**src/rtl/core/rsra_pkg.sv**
```systemverilog
// Shared types and constants for the refcounted slot run allocator.
// No dependencies; imported by every module of the block but rsra_ram.
package rsra_pkg;

  // Default sizes for the top level parameters.
  localparam int SlotCountDef = 64;
  localparam int MaxRunDef    = 16;
  localparam int IdBitsDef    = 16;
  localparam int OwnerBitsDef = 8;

  // Command codes on cmd_i.
  localparam logic CMD_ADD     = 1'b0;
  localparam logic CMD_RELEASE = 1'b1;

  // Controller to datapath commands.
  typedef struct packed {
    logic clear_step;
    logic accept;
    logic scan_cmp;
    logic step_j;
    logic next_win;
    logic raise_init;
    logic app_init;
    logic raise_wr;
    logic finish_ok;
    logic finish_full;
    logic rel_sel;
    logic rel_wr;
    logic step_k;
  } rsra_cmd_t;

  // Datapath to controller status.
  typedef struct packed {
    logic clr_last;
    logic acc_alloc;
    logic acc_rel;
    logic win_fits;
    logic app_fits;
    logic j_last;
    logic hit_now;
    logic k_last;
  } rsra_sts_t;

endpackage

```
**src/rtl/core/rsra_ram.sv**
```systemverilog
// Generic simple dual-port RAM: one write port, one read port, registered read.
// No dependencies.
module rsra_ram #(
  parameter int WIDTH = 8,
  parameter int DEPTH = 64,
  localparam int AW = (DEPTH > 1) ? $clog2(DEPTH) : 1
) (
  input  logic             clk_i,
  input  logic             we_i,
  input  logic [AW-1:0]    waddr_i,
  input  logic [WIDTH-1:0] wdata_i,
  input  logic [AW-1:0]    raddr_i,
  output logic [WIDTH-1:0] rdata_o
);

  logic [WIDTH-1:0] mem_q [DEPTH];
  logic [WIDTH-1:0] rdata_q;

  always_ff @(posedge clk_i) begin
    if (we_i) begin
      mem_q[waddr_i] <= wdata_i;
    end
    rdata_q <= mem_q[raddr_i];
  end

  assign rdata_o = rdata_q;

endmodule

```
**src/rtl/core/rsra_ctrl.sv**
```systemverilog
// Sequencer for the slot run allocator: clear pass, window scan, raise/append,
// release. Depends on rsra_pkg.
module rsra_ctrl import rsra_pkg::*; (
  input  logic      clk_i,
  input  logic      rst_ni,
  input  logic      start,
  input  rsra_sts_t sts_i,
  output rsra_cmd_t ctl_o,
  output logic      busy_o
);

  localparam logic [3:0] S_CLEAR    = 4'd0;
  localparam logic [3:0] S_IDLE     = 4'd1;
  localparam logic [3:0] S_WIN      = 4'd2;
  localparam logic [3:0] S_SCAN_RD  = 4'd3;
  localparam logic [3:0] S_SCAN_CMP = 4'd4;
  localparam logic [3:0] S_APP      = 4'd5;
  localparam logic [3:0] S_RAISE_RD = 4'd6;
  localparam logic [3:0] S_RAISE_WR = 4'd7;
  localparam logic [3:0] S_REL_RD   = 4'd8;
  localparam logic [3:0] S_REL_WR   = 4'd9;

  logic [3:0] state_q, state_d;

  always_ff @(posedge clk_i or negedge rst_ni) begin
    if (!rst_ni) begin
      state_q <= S_CLEAR;
    end else begin
      state_q <= state_d;
    end
  end

  always_comb begin
    state_d = state_q;
    ctl_o   = '0;
    unique case (state_q)
      S_CLEAR: begin
        ctl_o.clear_step = 1'b1;
        if (sts_i.clr_last) state_d = S_IDLE;
      end
      S_IDLE: begin
        if (start) begin
          ctl_o.accept = 1'b1;
          if (sts_i.acc_alloc) begin
            state_d = S_WIN;
          end else if (sts_i.acc_rel) begin
            state_d = S_REL_RD;
          end
        end
      end
      S_WIN: begin
        state_d = sts_i.win_fits ? S_SCAN_RD : S_APP;
      end
      S_SCAN_RD: begin
        state_d = S_SCAN_CMP;
      end
      S_SCAN_CMP: begin
        ctl_o.scan_cmp = 1'b1;
        if (!sts_i.j_last) begin
          ctl_o.step_j = 1'b1;
          state_d      = S_SCAN_RD;
        end else if (sts_i.hit_now) begin
          ctl_o.raise_init = 1'b1;
          state_d          = S_RAISE_RD;
        end else begin
          ctl_o.next_win = 1'b1;
          state_d        = S_WIN;
        end
      end
      S_APP: begin
        if (sts_i.app_fits) begin
          ctl_o.app_init = 1'b1;
          state_d        = S_RAISE_RD;
        end else begin
          ctl_o.finish_full = 1'b1;
          state_d           = S_IDLE;
        end
      end
      S_RAISE_RD: begin
        state_d = S_RAISE_WR;
      end
      S_RAISE_WR: begin
        ctl_o.raise_wr = 1'b1;
        if (sts_i.j_last) begin
          ctl_o.finish_ok = 1'b1;
          state_d         = S_IDLE;
        end else begin
          ctl_o.step_j = 1'b1;
          state_d      = S_RAISE_RD;
        end
      end
      S_REL_RD: begin
        ctl_o.rel_sel = 1'b1;
        state_d       = S_REL_WR;
      end
      S_REL_WR: begin
        ctl_o.rel_sel = 1'b1;
        ctl_o.rel_wr  = 1'b1;
        if (sts_i.k_last) begin
          state_d = S_IDLE;
        end else begin
          ctl_o.step_k = 1'b1;
          state_d      = S_REL_RD;
        end
      end
      default: begin
        state_d = S_IDLE;
      end
    endcase
  end

  assign busy_o = (state_q != S_IDLE);

endmodule

```
**src/rtl/core/rsra_dp.sv**
```systemverilog
// Datapath of the slot run allocator: slot, owner and run RAMs, counters,
// result registers. Depends on rsra_pkg and rsra_ram.
module rsra_dp import rsra_pkg::*; #(
  parameter int SLOT_COUNT = SlotCountDef,
  parameter int MAX_RUN    = MaxRunDef,
  parameter int ID_BITS    = IdBitsDef,
  parameter int OWNER_BITS = OwnerBitsDef
) (
  input  logic        clk_i,
  input  logic        rst_ni,
  input  logic        cmd_i,
  input  logic [15:0] image_id_i,
  input  logic        run_last_i,
  input  logic [5:0]  start_index_i,
  input  logic [6:0]  release_count_i,
  input  rsra_cmd_t   ctl_i,
  output rsra_sts_t   sts_o,
  output logic        done_o,
  output logic [5:0]  slot_index_o,
  output logic        full_res_o,
  output logic        needs_update_o
);

  localparam int SLOT_AW = $clog2(SLOT_COUNT);
  localparam int USED_W  = $clog2(SLOT_COUNT + 1);
  localparam int RUN_AW  = (MAX_RUN > 1) ? $clog2(MAX_RUN) : 1;
  localparam int RUN_CW  = $clog2(MAX_RUN + 1);
  localparam int SUM_W   = ((USED_W > RUN_CW) ? USED_W : RUN_CW) + 1;
  localparam logic [OWNER_BITS-1:0] OWN_MAX = {OWNER_BITS{1'b1}};

  logic [USED_W-1:0] base_q, base_d, used_q, used_d;
  logic [RUN_AW-1:0] j_q, j_d;
  logic [6:0]        k_q, k_d;
  logic [RUN_CW-1:0] run_len_q, run_len_d, n_q;
  logic              hit_q, hit_d, app_q, app_d, dirty_q, dirty_d;
  logic [5:0]        start_q;
  logic [6:0]        count_q;
  logic              done_q, full_q, upd_q;
  logic [5:0]        slot_q;

  logic [ID_BITS-1:0]    slot_rd, run_rd, id_in;
  logic [ID_BITS+15:0]   id_ext;
  logic [OWNER_BITS-1:0] own_rd, own_wdata;
  logic [SUM_W-1:0]      win_sum, win_end, app_end;
  logic [SLOT_AW-1:0]    slot_addr, rel_addr, own_waddr, own_raddr;
  logic [7:0]            rel_sum;
  logic [SLOT_AW+7:0]    rel_ext;
  logic [USED_W+5:0]     base_ext;
  logic                  rel_in, mismatch, own_zero, scan_wr, slot_we, own_we;
  logic                  is_add, room, run_we;
  logic [RUN_CW-1:0]     run_next;

  assign id_ext = {{ID_BITS{1'b0}}, image_id_i};
  assign id_in  = id_ext[ID_BITS-1:0];

  assign is_add   = (cmd_i == CMD_ADD);
  assign room     = (run_len_q < RUN_CW'(MAX_RUN));
  assign run_next = run_len_q + RUN_CW'(room);
  assign run_we   = ctl_i.accept & is_add & room;

  // Window and release addressing
  assign win_sum   = SUM_W'(base_q) + SUM_W'(j_q);
  assign slot_addr = win_sum[SLOT_AW-1:0];
  assign win_end   = SUM_W'(base_q) + SUM_W'(n_q);
  assign app_end   = SUM_W'(used_q) + SUM_W'(n_q);
  assign rel_sum   = {2'b00, start_q} + {1'b0, k_q};
  assign rel_ext   = {{SLOT_AW{1'b0}}, rel_sum};
  assign rel_addr  = rel_ext[SLOT_AW-1:0];
  assign rel_in    = ({24'd0, rel_sum} < 32'(SLOT_COUNT));

  assign mismatch = (slot_rd != run_rd);
  assign own_zero = (own_rd == '0);
  assign scan_wr  = ctl_i.scan_cmp & mismatch & own_zero;
  assign slot_we  = scan_wr | (ctl_i.raise_wr & app_q);

  assign own_we = ctl_i.clear_step | ctl_i.raise_wr | (ctl_i.rel_wr & rel_in & !own_zero);

  always_comb begin
    if (ctl_i.clear_step) begin
      own_waddr = base_q[SLOT_AW-1:0];
      own_wdata = '0;
    end else if (ctl_i.rel_wr) begin
      own_waddr = rel_addr;
      own_wdata = own_rd - OWNER_BITS'(1);
    end else begin
      own_waddr = slot_addr;
      own_wdata = (own_rd == OWN_MAX) ? own_rd : own_rd + OWNER_BITS'(1);
    end
  end

  assign own_raddr = ctl_i.rel_sel ? rel_addr : slot_addr;

  rsra_ram #(.WIDTH(ID_BITS), .DEPTH(SLOT_COUNT)) u_slot_ram (
    .clk_i  (clk_i),
    .we_i   (slot_we),
    .waddr_i(slot_addr),
    .wdata_i(run_rd),
    .raddr_i(slot_addr),
    .rdata_o(slot_rd)
  );

  rsra_ram #(.WIDTH(OWNER_BITS), .DEPTH(SLOT_COUNT)) u_owner_ram (
    .clk_i  (clk_i),
    .we_i   (own_we),
    .waddr_i(own_waddr),
    .wdata_i(own_wdata),
    .raddr_i(own_raddr),
    .rdata_o(own_rd)
  );

  rsra_ram #(.WIDTH(ID_BITS), .DEPTH(MAX_RUN)) u_run_ram (
    .clk_i  (clk_i),
    .we_i   (run_we),
    .waddr_i(run_len_q[RUN_AW-1:0]),
    .wdata_i(id_in),
    .raddr_i(j_q),
    .rdata_o(run_rd)
  );

  // Next-state of counters and flags
  always_comb begin
    base_d    = base_q;
    j_d       = j_q;
    k_d       = k_q;
    hit_d     = hit_q;
    app_d     = app_q;
    used_d    = used_q;
    run_len_d = run_len_q;
    dirty_d   = dirty_q | slot_we;

    if (ctl_i.clear_step || ctl_i.next_win) begin
      base_d = base_q + USED_W'(1);
    end else if (ctl_i.accept) begin
      base_d = '0;
    end else if (ctl_i.app_init) begin
      base_d = used_q;
    end

    if (ctl_i.accept || ctl_i.next_win || ctl_i.raise_init || ctl_i.app_init) begin
      j_d = '0;
    end else if (ctl_i.step_j) begin
      j_d = j_q + RUN_AW'(1);
    end

    if (ctl_i.accept) begin
      k_d = '0;
    end else if (ctl_i.step_k) begin
      k_d = k_q + 7'd1;
    end

    if (ctl_i.accept || ctl_i.next_win) begin
      hit_d = 1'b1;
    end else if (ctl_i.scan_cmp) begin
      hit_d = sts_o.hit_now;
    end

    if (ctl_i.accept) begin
      app_d = 1'b0;
    end else if (ctl_i.app_init) begin
      app_d = 1'b1;
    end

    if (ctl_i.finish_ok && app_q) begin
      used_d = app_end[USED_W-1:0];
    end

    if (ctl_i.accept && is_add) begin
      run_len_d = run_last_i ? '0 : run_next;
    end
  end

  always_ff @(posedge clk_i or negedge rst_ni) begin
    if (!rst_ni) begin
      base_q    <= '0;
      j_q       <= '0;
      k_q       <= '0;
      hit_q     <= 1'b0;
      app_q     <= 1'b0;
      used_q    <= '0;
      run_len_q <= '0;
      dirty_q   <= 1'b0;
      done_q    <= 1'b0;
    end else begin
      base_q    <= base_d;
      j_q       <= j_d;
      k_q       <= k_d;
      hit_q     <= hit_d;
      app_q     <= app_d;
      used_q    <= used_d;
      run_len_q <= run_len_d;
      dirty_q   <= dirty_d;
      done_q    <= ctl_i.finish_ok | ctl_i.finish_full;
    end
  end

  assign base_ext = {6'd0, base_q};

  always_ff @(posedge clk_i) begin
    if (ctl_i.accept) begin
      n_q     <= run_next;
      start_q <= start_index_i;
      count_q <= release_count_i;
    end
    if (ctl_i.finish_ok || ctl_i.finish_full) begin
      slot_q <= ctl_i.finish_ok ? base_ext[5:0] : 6'd0;
      full_q <= ctl_i.finish_full;
      upd_q  <= dirty_d;
    end
  end

  assign sts_o.clr_last  = (base_q == USED_W'(SLOT_COUNT - 1));
  assign sts_o.acc_alloc = is_add & run_last_i;
  assign sts_o.acc_rel   = !is_add & (release_count_i != 7'd0);
  assign sts_o.win_fits  = (win_end <= SUM_W'(used_q));
  assign sts_o.app_fits  = (app_end <= SUM_W'(SLOT_COUNT));
  assign sts_o.j_last    = ((RUN_CW'(j_q) + RUN_CW'(1)) == n_q);
  assign sts_o.hit_now   = hit_q & !(mismatch & !own_zero);
  assign sts_o.k_last    = ((k_q + 7'd1) == count_q);

  assign done_o         = done_q;
  assign slot_index_o   = slot_q;
  assign full_res_o     = full_q;
  assign needs_update_o = upd_q;

endmodule

```
**src/rtl/core/refcounted_slot_run_allocator_core.sv**
```systemverilog
// Top level of the refcounted slot run allocator.
// Depends on rsra_pkg, rsra_ctrl, rsra_dp (which holds the rsra_ram instances).

// A command beat is taken when start is high and busy is low; results come
// back on done_o for exactly one cycle and cannot be held off. After reset the
// block runs a clearing pass over the owner count RAM and keeps busy high
// until every owner count is cleared. An add beat without run_last leaves
// busy low, and the next beat may follow at once. A release of c slots takes
// one RAM read and one write per slot after the accept; a count of zero ends
// with the accept. An allocation of a run of n IDs tries windows in turn: a
// window test, then per slot of the window a read step and a compare/write
// step (owner and slot RAMs are single-read). When no window hits, the append
// check follows (the window test that no longer fits and the capacity test).
// A hit or an append then raises the owner counts, with a read and a write
// step per slot (and writes the IDs on an append). With u used slots, up to
// u - n + 1 windows are tried. The result beat appears on done_o in the cycle
// after the last work cycle, and busy is already low in that cycle.
module refcounted_slot_run_allocator_core import rsra_pkg::*; #(
  parameter int SLOT_COUNT = SlotCountDef,
  parameter int MAX_RUN    = MaxRunDef,
  parameter int ID_BITS    = IdBitsDef,
  parameter int OWNER_BITS = OwnerBitsDef
) (
  input  logic        clk_i,
  input  logic        rst_ni,
  input  logic        start,
  output logic        busy,
  input  logic        cmd_i,
  input  logic [15:0] image_id_i,
  input  logic        run_last_i,
  input  logic [5:0]  start_index_i,
  input  logic [6:0]  release_count_i,
  output logic        done_o,
  output logic [5:0]  slot_index_o,
  output logic        full_res_o,
  output logic        needs_update_o
);

  rsra_cmd_t ctl;
  rsra_sts_t sts;

  // Sequencer: owns all state transitions, no payload.
  rsra_ctrl u_ctrl (
    .clk_i (clk_i),
    .rst_ni(rst_ni),
    .start (start),
    .sts_i (sts),
    .ctl_o (ctl),
    .busy_o(busy)
  );

  // Datapath: tables, window/run counters, result registers.
  rsra_dp #(
    .SLOT_COUNT(SLOT_COUNT),
    .MAX_RUN   (MAX_RUN),
    .ID_BITS   (ID_BITS),
    .OWNER_BITS(OWNER_BITS)
  ) u_dp (
    .clk_i          (clk_i),
    .rst_ni         (rst_ni),
    .cmd_i          (cmd_i),
    .image_id_i     (image_id_i),
    .run_last_i     (run_last_i),
    .start_index_i  (start_index_i),
    .release_count_i(release_count_i),
    .ctl_i          (ctl),
    .sts_o          (sts),
    .done_o         (done_o),
    .slot_index_o   (slot_index_o),
    .full_res_o     (full_res_o),
    .needs_update_o (needs_update_o)
  );

endmodule

```
**config.mk**
```make
export PLATFORM = sky130hd
export DESIGN_NAME = refcounted_slot_run_allocator_core
export DESIGN_NICKNAME = d
export VERILOG_FILES = /design/src/rtl/core/rsra_pkg.sv /design/src/rtl/core/rsra_ram.sv /design/src/rtl/core/rsra_ctrl.sv /design/src/rtl/core/rsra_dp.sv /design/src/rtl/core/refcounted_slot_run_allocator_core.sv
export SDC_FILE = /design/constraint.sdc
export NUM_CORES = 2
export LEC_CHECK = 0
export BUFFER_PORTS_ARGS = -buffer_cell sky130_fd_sc_hd__buf_2
export CAP_MARGIN = 5
export CORE_MARGIN = 2
export CORE_UTILIZATION = 50
export CTS_BUF_LIST = sky130_fd_sc_hd__clkbuf_4
export DETAILED_ROUTE_END_ITERATION = 10
export HOLD_SLACK_MARGIN = 0.12
export PLACE_DENSITY = 0.68
export SLEW_MARGIN = 40
export SYNTH_ARGS = -nofsm -noshare
export SYNTH_HDL_FRONTEND = slang
export SYNTH_HIERARCHICAL = 1
export SYNTH_SLANG_ARGS = --single-unit
```
**constraint.sdc**
```tcl
create_clock -name clk_i -period 4.72 [get_ports clk_i]
set_input_delay 0.944 -clock clk_i [delete_from_list [all_inputs] [get_ports clk_i]]
set_output_delay 0.944 -clock clk_i [all_outputs]
set_load 0.005 [all_outputs]
```
* Word level (Yosys, flattened, before mapping) *
Memory sizes are Yosys's and may differ from the RTL's. A register that Yosys moved wholly into a read port is not among the register bits.
Index checks and enable logic that the tools add are counted.

storage, ports and cells
  register bits = 64
  RAM bits = 1792
  output and inout port bits = 10
  memories = 3
  word-level logic and storage cells = 143

operators by class
  add/sub/neg operators = 11
  order comparisons = 4
  equality and inequality tests = 18
  reduce and logical (&&, ||, !) cells = 20
  multiplexer cells = 54
  bitwise gates (word level) = 17

memories
  name                    depth  width  read ports  clocked after Yosys merged registers in  wr ports  line            source
  u_dp.u_slot_ram.mem_q   64     16     1           1                                        1         rsra_ram.sv:16  logic [WIDTH-1:0] mem_q [DEPTH];
  u_dp.u_owner_ram.mem_q  64     8      1           1                                        1         rsra_ram.sv:16
  u_dp.u_run_ram.mem_q    16     16     1           1                                        1         rsra_ram.sv:16

operators by type and width
  cell                                                                               number
  4-bit one-hot mux with 10 select lines                                             1
  7-bit 2-to-1 mux                                                                   5
  4-bit 2-to-1 mux                                                                   7
  1-bit 2-to-1 mux                                                                   25
  8-bit 2-to-1 mux                                                                   3
  6-bit 2-to-1 mux                                                                   3
  7-bit by 5-bit adder with 8-bit output                                             2
  4-bit by 3-bit == test with 1-bit output (second input constant)                   4
  16-bit != test                                                                     1
  3-bit 2-to-1 mux                                                                   5
  7-bit by 1-bit adder with 7-bit output (second input constant)                     2
  1-bit AND                                                                          11
  6-bit by 7-bit adder with 8-bit output                                             1
  8-bit by 1-bit adder with 8-bit output (second input constant)                     1
  4-bit by 2-bit == test with 1-bit output (second input constant)                   2
  4-bit == test (second input constant)                                              2
  8-bit == test (second input constant)                                              1
  8-bit by 7-bit less-or-equal comparator with 1-bit output                          1
  8-bit by 7-bit less-or-equal comparator with 1-bit output (second input constant)  1
  8-bit logical NOT                                                                  1
  8-bit by 7-bit less-than comparator with 1-bit output (second input constant)      1
  2-bit 2-to-1 mux                                                                   4
  2-bit nonzero test                                                                 4
  8-bit by 1-bit subtractor with 8-bit output (second input constant)                1
  other kinds (23)                                                                   35

* Depth between registers and ports, before layout *
  depth after elaboration = 12
  mapped depth = 16

* Modules after synthesis *
The synthesis kept the hierarchy.

by module, submodules not included
  module                       cells each  area each (sq um)  seq. area each (sq um)  instances
  rsra_ram (u_dp.u_slot_ram)   1829        40042.2            31069.8                 1
  rsra_ram (u_dp.u_owner_ram)  940         20166.8            15534.9                 1
  rsra_ram (u_dp.u_run_ram)    432         10043.4            8007.7                  1
  rsra_dp                      492         4584.4             1631.6                  1
  rsra_ctrl                    59          474.2              100.1                   1

* Least setup slack after synthesis *
Ideal clock, no wire load.

  kind = reg2reg
  start point = register u_ctrl.state_q[1]
  end point = memory u_dp.u_owner_ram.mem_q[0][1], data pin
  required time = 3.998 ns
  cell stages (with the launch flop) = 9
  arrival time = 3.981 ns
  setup slack = 0.017 ns
  path through = dfrtp_1 buf_6 inv_1 nand2_1 nor2_1 clkbuf_8 clkbuf_8 a211oi_1 a211oi_1

RTL lines
  what                    line             source
  start, declared         rsra_ctrl.sv:23  logic [3:0] state_q, state_d;
  start signal, assigned  rsra_ctrl.sv:29  state_q <= state_d;
  end, declared           rsra_ram.sv:16

* Worst setup path after layout *
  start point = register u_dp.base_q[0]
  end point = register u_dp.u_slot_ram.rdata_q[10], in the netlist u_dp/u_slot_ram/rdata_o[10] (read register of u_dp.u_slot_ram.mem_q)

between the ends
  cells in the longest elaborated chain, start to end = 1

ends and longest elaborated chain
  what                                    line            source
  start, declared                         rsra_dp.sv:31   logic [USED_W-1:0] base_q, base_d, used_q, used_d;
  start signal, assigned                  rsra_dp.sv:184  base_q <= base_d;
  6-bit by 4-bit adder with 6-bit output  rsra_dp.sv:62   assign win_sum = SUM_W'(base_q) + SUM_W'(j_q);
  named net u_dp.win_sum[2]               rsra_dp.sv:44   logic [SUM_W-1:0] win_sum, win_end, app_end;
  end, declared                           rsra_ram.sv:17  logic [WIDTH-1:0] rdata_q;

The timed path passes the listed nets, and every way through them passes these cells.
A chain may end at the register's enable or synchronous reset.

==> flow_metrics.tcl <==
set metrics [dict create \
    status "completed" \
    grt_remaining_overflow 0 \
    min_path_type "input pin to flop" \
    ioPinCount 44 \
    cts_buffers 471 \
    grt_pass1_wl_mm 256 \
    ys_seq_area_share_pct 74.8 \
    cp-end-kind "flop" \
    maxSlewViolCount 0 \
    min_path_cells 5 \
    gp_congestion 0.835 \
    cp_max_fo 56 \
    avgViaCountPerCell 5.83 \
    synthesis.yosys.warnings 6 \
    clk_transition_reported_paths_ns 0.07 \
    synth_top_family_by_area "multiplexers" \
    yosys_register_bits 1896 \
    die_w_um 392 \
    antenna_found_initial 5 \
    area_delta_synth_final_pct 13.1 \
    cp-start-kind "flop" \
    grt_usage_pct 22.7 \
    post-place-ws_ns 0.705 \
    ys_async_sr_fraction_pct 2.00 \
    worst_pin_slew_ns 0.858 \
    num-nets-final 4422 \
    cts_buffer_depth 4 \
    die_area_um2 154000 \
    syn_nets 3825 \
    first_iter_violations 4255 \
    num_rows 142 \
    clk_latency_ns 1.35 \
    synthXorXnorAreaFrac_pct 0.733 \
    fin_skew_ns 0.195 \
    powerDensity_nw_per_um2 612 \
    finalSetupViolations 0 \
    drv_cap 0 \
    syn_inst 3752 \
    clock_sinks 1896 \
    cts_tree "built" \
    synth_area_um2 75300 \
    vias 39282 \
    synth-main-ff-cell "edfxtp_1" \
    synth-edff-count 1818 \
    muxShareOfSynthArea_pct 14.7 \
    crit_type "flop to flop" \
    synth_area_leaders "edfxtp_1 (72%), mux4_2 (12%), mux2i_1 (1.6%)" \
    max_slew_margin_pct 42.8 \
    hpwl_mm 104 \
    synth_most_common_cell "edfxtp_1" \
    final_layout_size_suffix_gt1_share_pct 32.1 \
    port_buffers 43 \
    final-hold-violation-count 0 \
    ys_top_cells_by_count "edfxtp_1 (1818), mux4_2 (400), nor2_1 (226), nand2_1 (132), mux2i_1 (121)" \
    synth-simple-area-share_pct 3.90 \
    crit_arrival_ns 5.23 \
    ff2ff_path_depth 11 \
    coreArea_um2 150000 \
    synth_cell_types 89 \
    post_drt_wl_per_cell_um 25.5 \
    finalCritPeriodShare_pct 85.7 \
    grt_max_degree 100 \
    cts_htree_levels 5 \
    die_h_um 392 \
    critPathRequiredTime_ns 5.91 \
    drt_pass1_iterations 5 \
    start_util_pct 50.3 \
    rsz0062_at_grt "false" \
    synth_top_area_share_pct 72.5 \
    fin_setup_tns_ns 0 \
    fin_crit_ns 4.04 \
    synth_fa_ha_area_share_pct 0.688 \
    synth_top_cell_by_area "edfxtp_1" \
    cts_root_buffer "clkbuf_4" \
    fmax_ghz 0.247 \
    ir_worst_vdd_uv 726 \
    synth.avg_cell_area_um2 20.1 \
    cts_setup_buffers 0 \
    postRouteAntennaNets 0 \
    synth-compound-area-share_pct 3.22 \
    p_leak_nw 27.7 \
    setup_slack_ns 0.677 \
    grt_pass1_vias 39639 \
    totalWireLength_mm 172 \
    route.detailed.drc 0 \
]
timing repair:
action                                 4_1_cts  5_1_grt
endpoints found under the hold margin      315        0
hold buffers                                34        0
resized for setup                            0        0
area by class of cell:
| type | instances | area [um2] |
|---|---|---|
| multi-input combinational | 1625 | 17800 |
| fill | 11303 | 64600 |
| clock inverter | 165 | 683 |
| inverter | 34 | 140 |
| sequential | 1896 | 56400 |
| tap | 2016 | 2520 |
| antenna | 10 | 25.0 |
| clock buffer | 672 | 5040 |
| timing repair buffer | 321 | 2610 |
critical path: stages, from the launching register on:
cell and delay (ns):
dfrtp_1 0.53, ha_4 0.19, inv_1 0.05, fa_1 0.39, xor2_1 0.64, inv_8 0.30, buf_12 0.33, nor2b_1 0.62
a22oi_1 0.17, a41oi_1 0.26, o21ai_0 0.17, and4_1 0.23
layer usage:
metal | wire length [um] | vias to the layer above | global-route usage (%)
li1 | - | 16966 | -
met1 | 71000 | 20268 | 32.1
met2 | 83700 | 1806 | 35.9
met3 | 14000 | 240 | 4.84
met4 | 3140 | 2 | 6.52
met5 | 13 | - | 0
sequential cells by signal, summed over array words and instances, names as in the netlist, 4 cells and up:
signal / flops
u_dp/k_q: 7
u_dp/u_run_ram/mem_q: 256
u_dp/count_q: 7
u_dp/used_q: 7
u_dp/u_run_ram/rdata_o: 16
u_dp/base_q: 7
u_dp/run_len_q: 5
u_dp/u_slot_ram/mem_q: 1024
u_ctrl/state_q: 4
u_dp/start_q: 6
u_dp/slot_index_o: 6
u_dp/n_q: 5
u_dp/u_owner_ram/mem_q: 512
u_dp/u_slot_ram/rdata_o: 16
u_dp/u_owner_ram/rdata_o: 8
u_dp/j_q: 4
cells in the final DEF (no fill, tap or decap), types with 24 or more instances in the layout:
cell and instances:
edfxtp_1 1818, clkbuf_4 672, mux4_2 400, buf_4 226
nor2_1 202, clkinv_1 138, nand2_1 132, mux2i_1 120
a22oi_1 76, nor2b_1 54, nand3_1 51, a21oi_1 43
o21ai_0 43, buf_2 42, mux2_2 42, xnor2_1 40
dfrtp_1 36, ha_1 34, dlygate4sd3_1 33, inv_1 31
nand4_1 24, dfxtp_1 24
cells by family after synthesis:
kind of cell    after synthesis
fa+ha+maj                    39
buf+inv                     231
compound gates              336
flops                      1896
simple gates                608
xor+xnor                     63
mux                         579
path summary, 6_finish.rpt:
check | start | endpoint | slack, ns
setup / recovery | u_dp/base_q[0]$_DFFE_PN0P_ | u_dp/u_slot_ram/rdata_o[10]$_DFF_P_ | 0.68
hold reg to reg | u_dp/dirty_q$_DFF_PN0_ | u_dp/dirty_q$_DFF_PN0_ | 0.47
setup reg to reg | u_dp/base_q[0]$_DFFE_PN0P_ | u_dp/u_slot_ram/rdata_o[10]$_DFF_P_ | 0.68
max in group asynchronous | rst_ni | u_dp/k_q[1]$_DFFE_PN0P_ | 3.59
min in group asynchronous | rst_ni | u_ctrl/state_q[3]$_DFFE_PN0P_ | 0.72
hold / removal | cmd_i | u_ctrl/state_q[1]$_DFFE_PN0P_ | 0.32
report_power, final:
group / internal, mW / switching, mW / leakage [nW]
logic: 7.37 / 10.7 / 7.08
registers: 20.7 / 0.457 / 17.2
clock network: 6.59 / 6.30 / 3.42
total: 34.6 / 17.5 / 27.7
per-stage QoR:
step / power [mW] / std cells / hold slack [ns] / util (%) / cell area (um2)
2_1_floorplan: 33.8 / 3752 / 0.423 / - / 75300
3_3_place_gp: 39.3 / 5856 / 0.443 / 52.7 / 79000
3_5_place_dp: 39.6 / 5857 / 0.448 / 52.8 / 79000
4_1_cts: 52.5 / 6728 / 0.160 / 56.8 / 85100
5_1_grt: 54.5 / 6736 / 0.220 / 56.9 / 85200
6_report: 52.1 / 6739 / 0.324 / 56.9 / 85200
No activity file was read; power rests on OpenSTA's default activity.
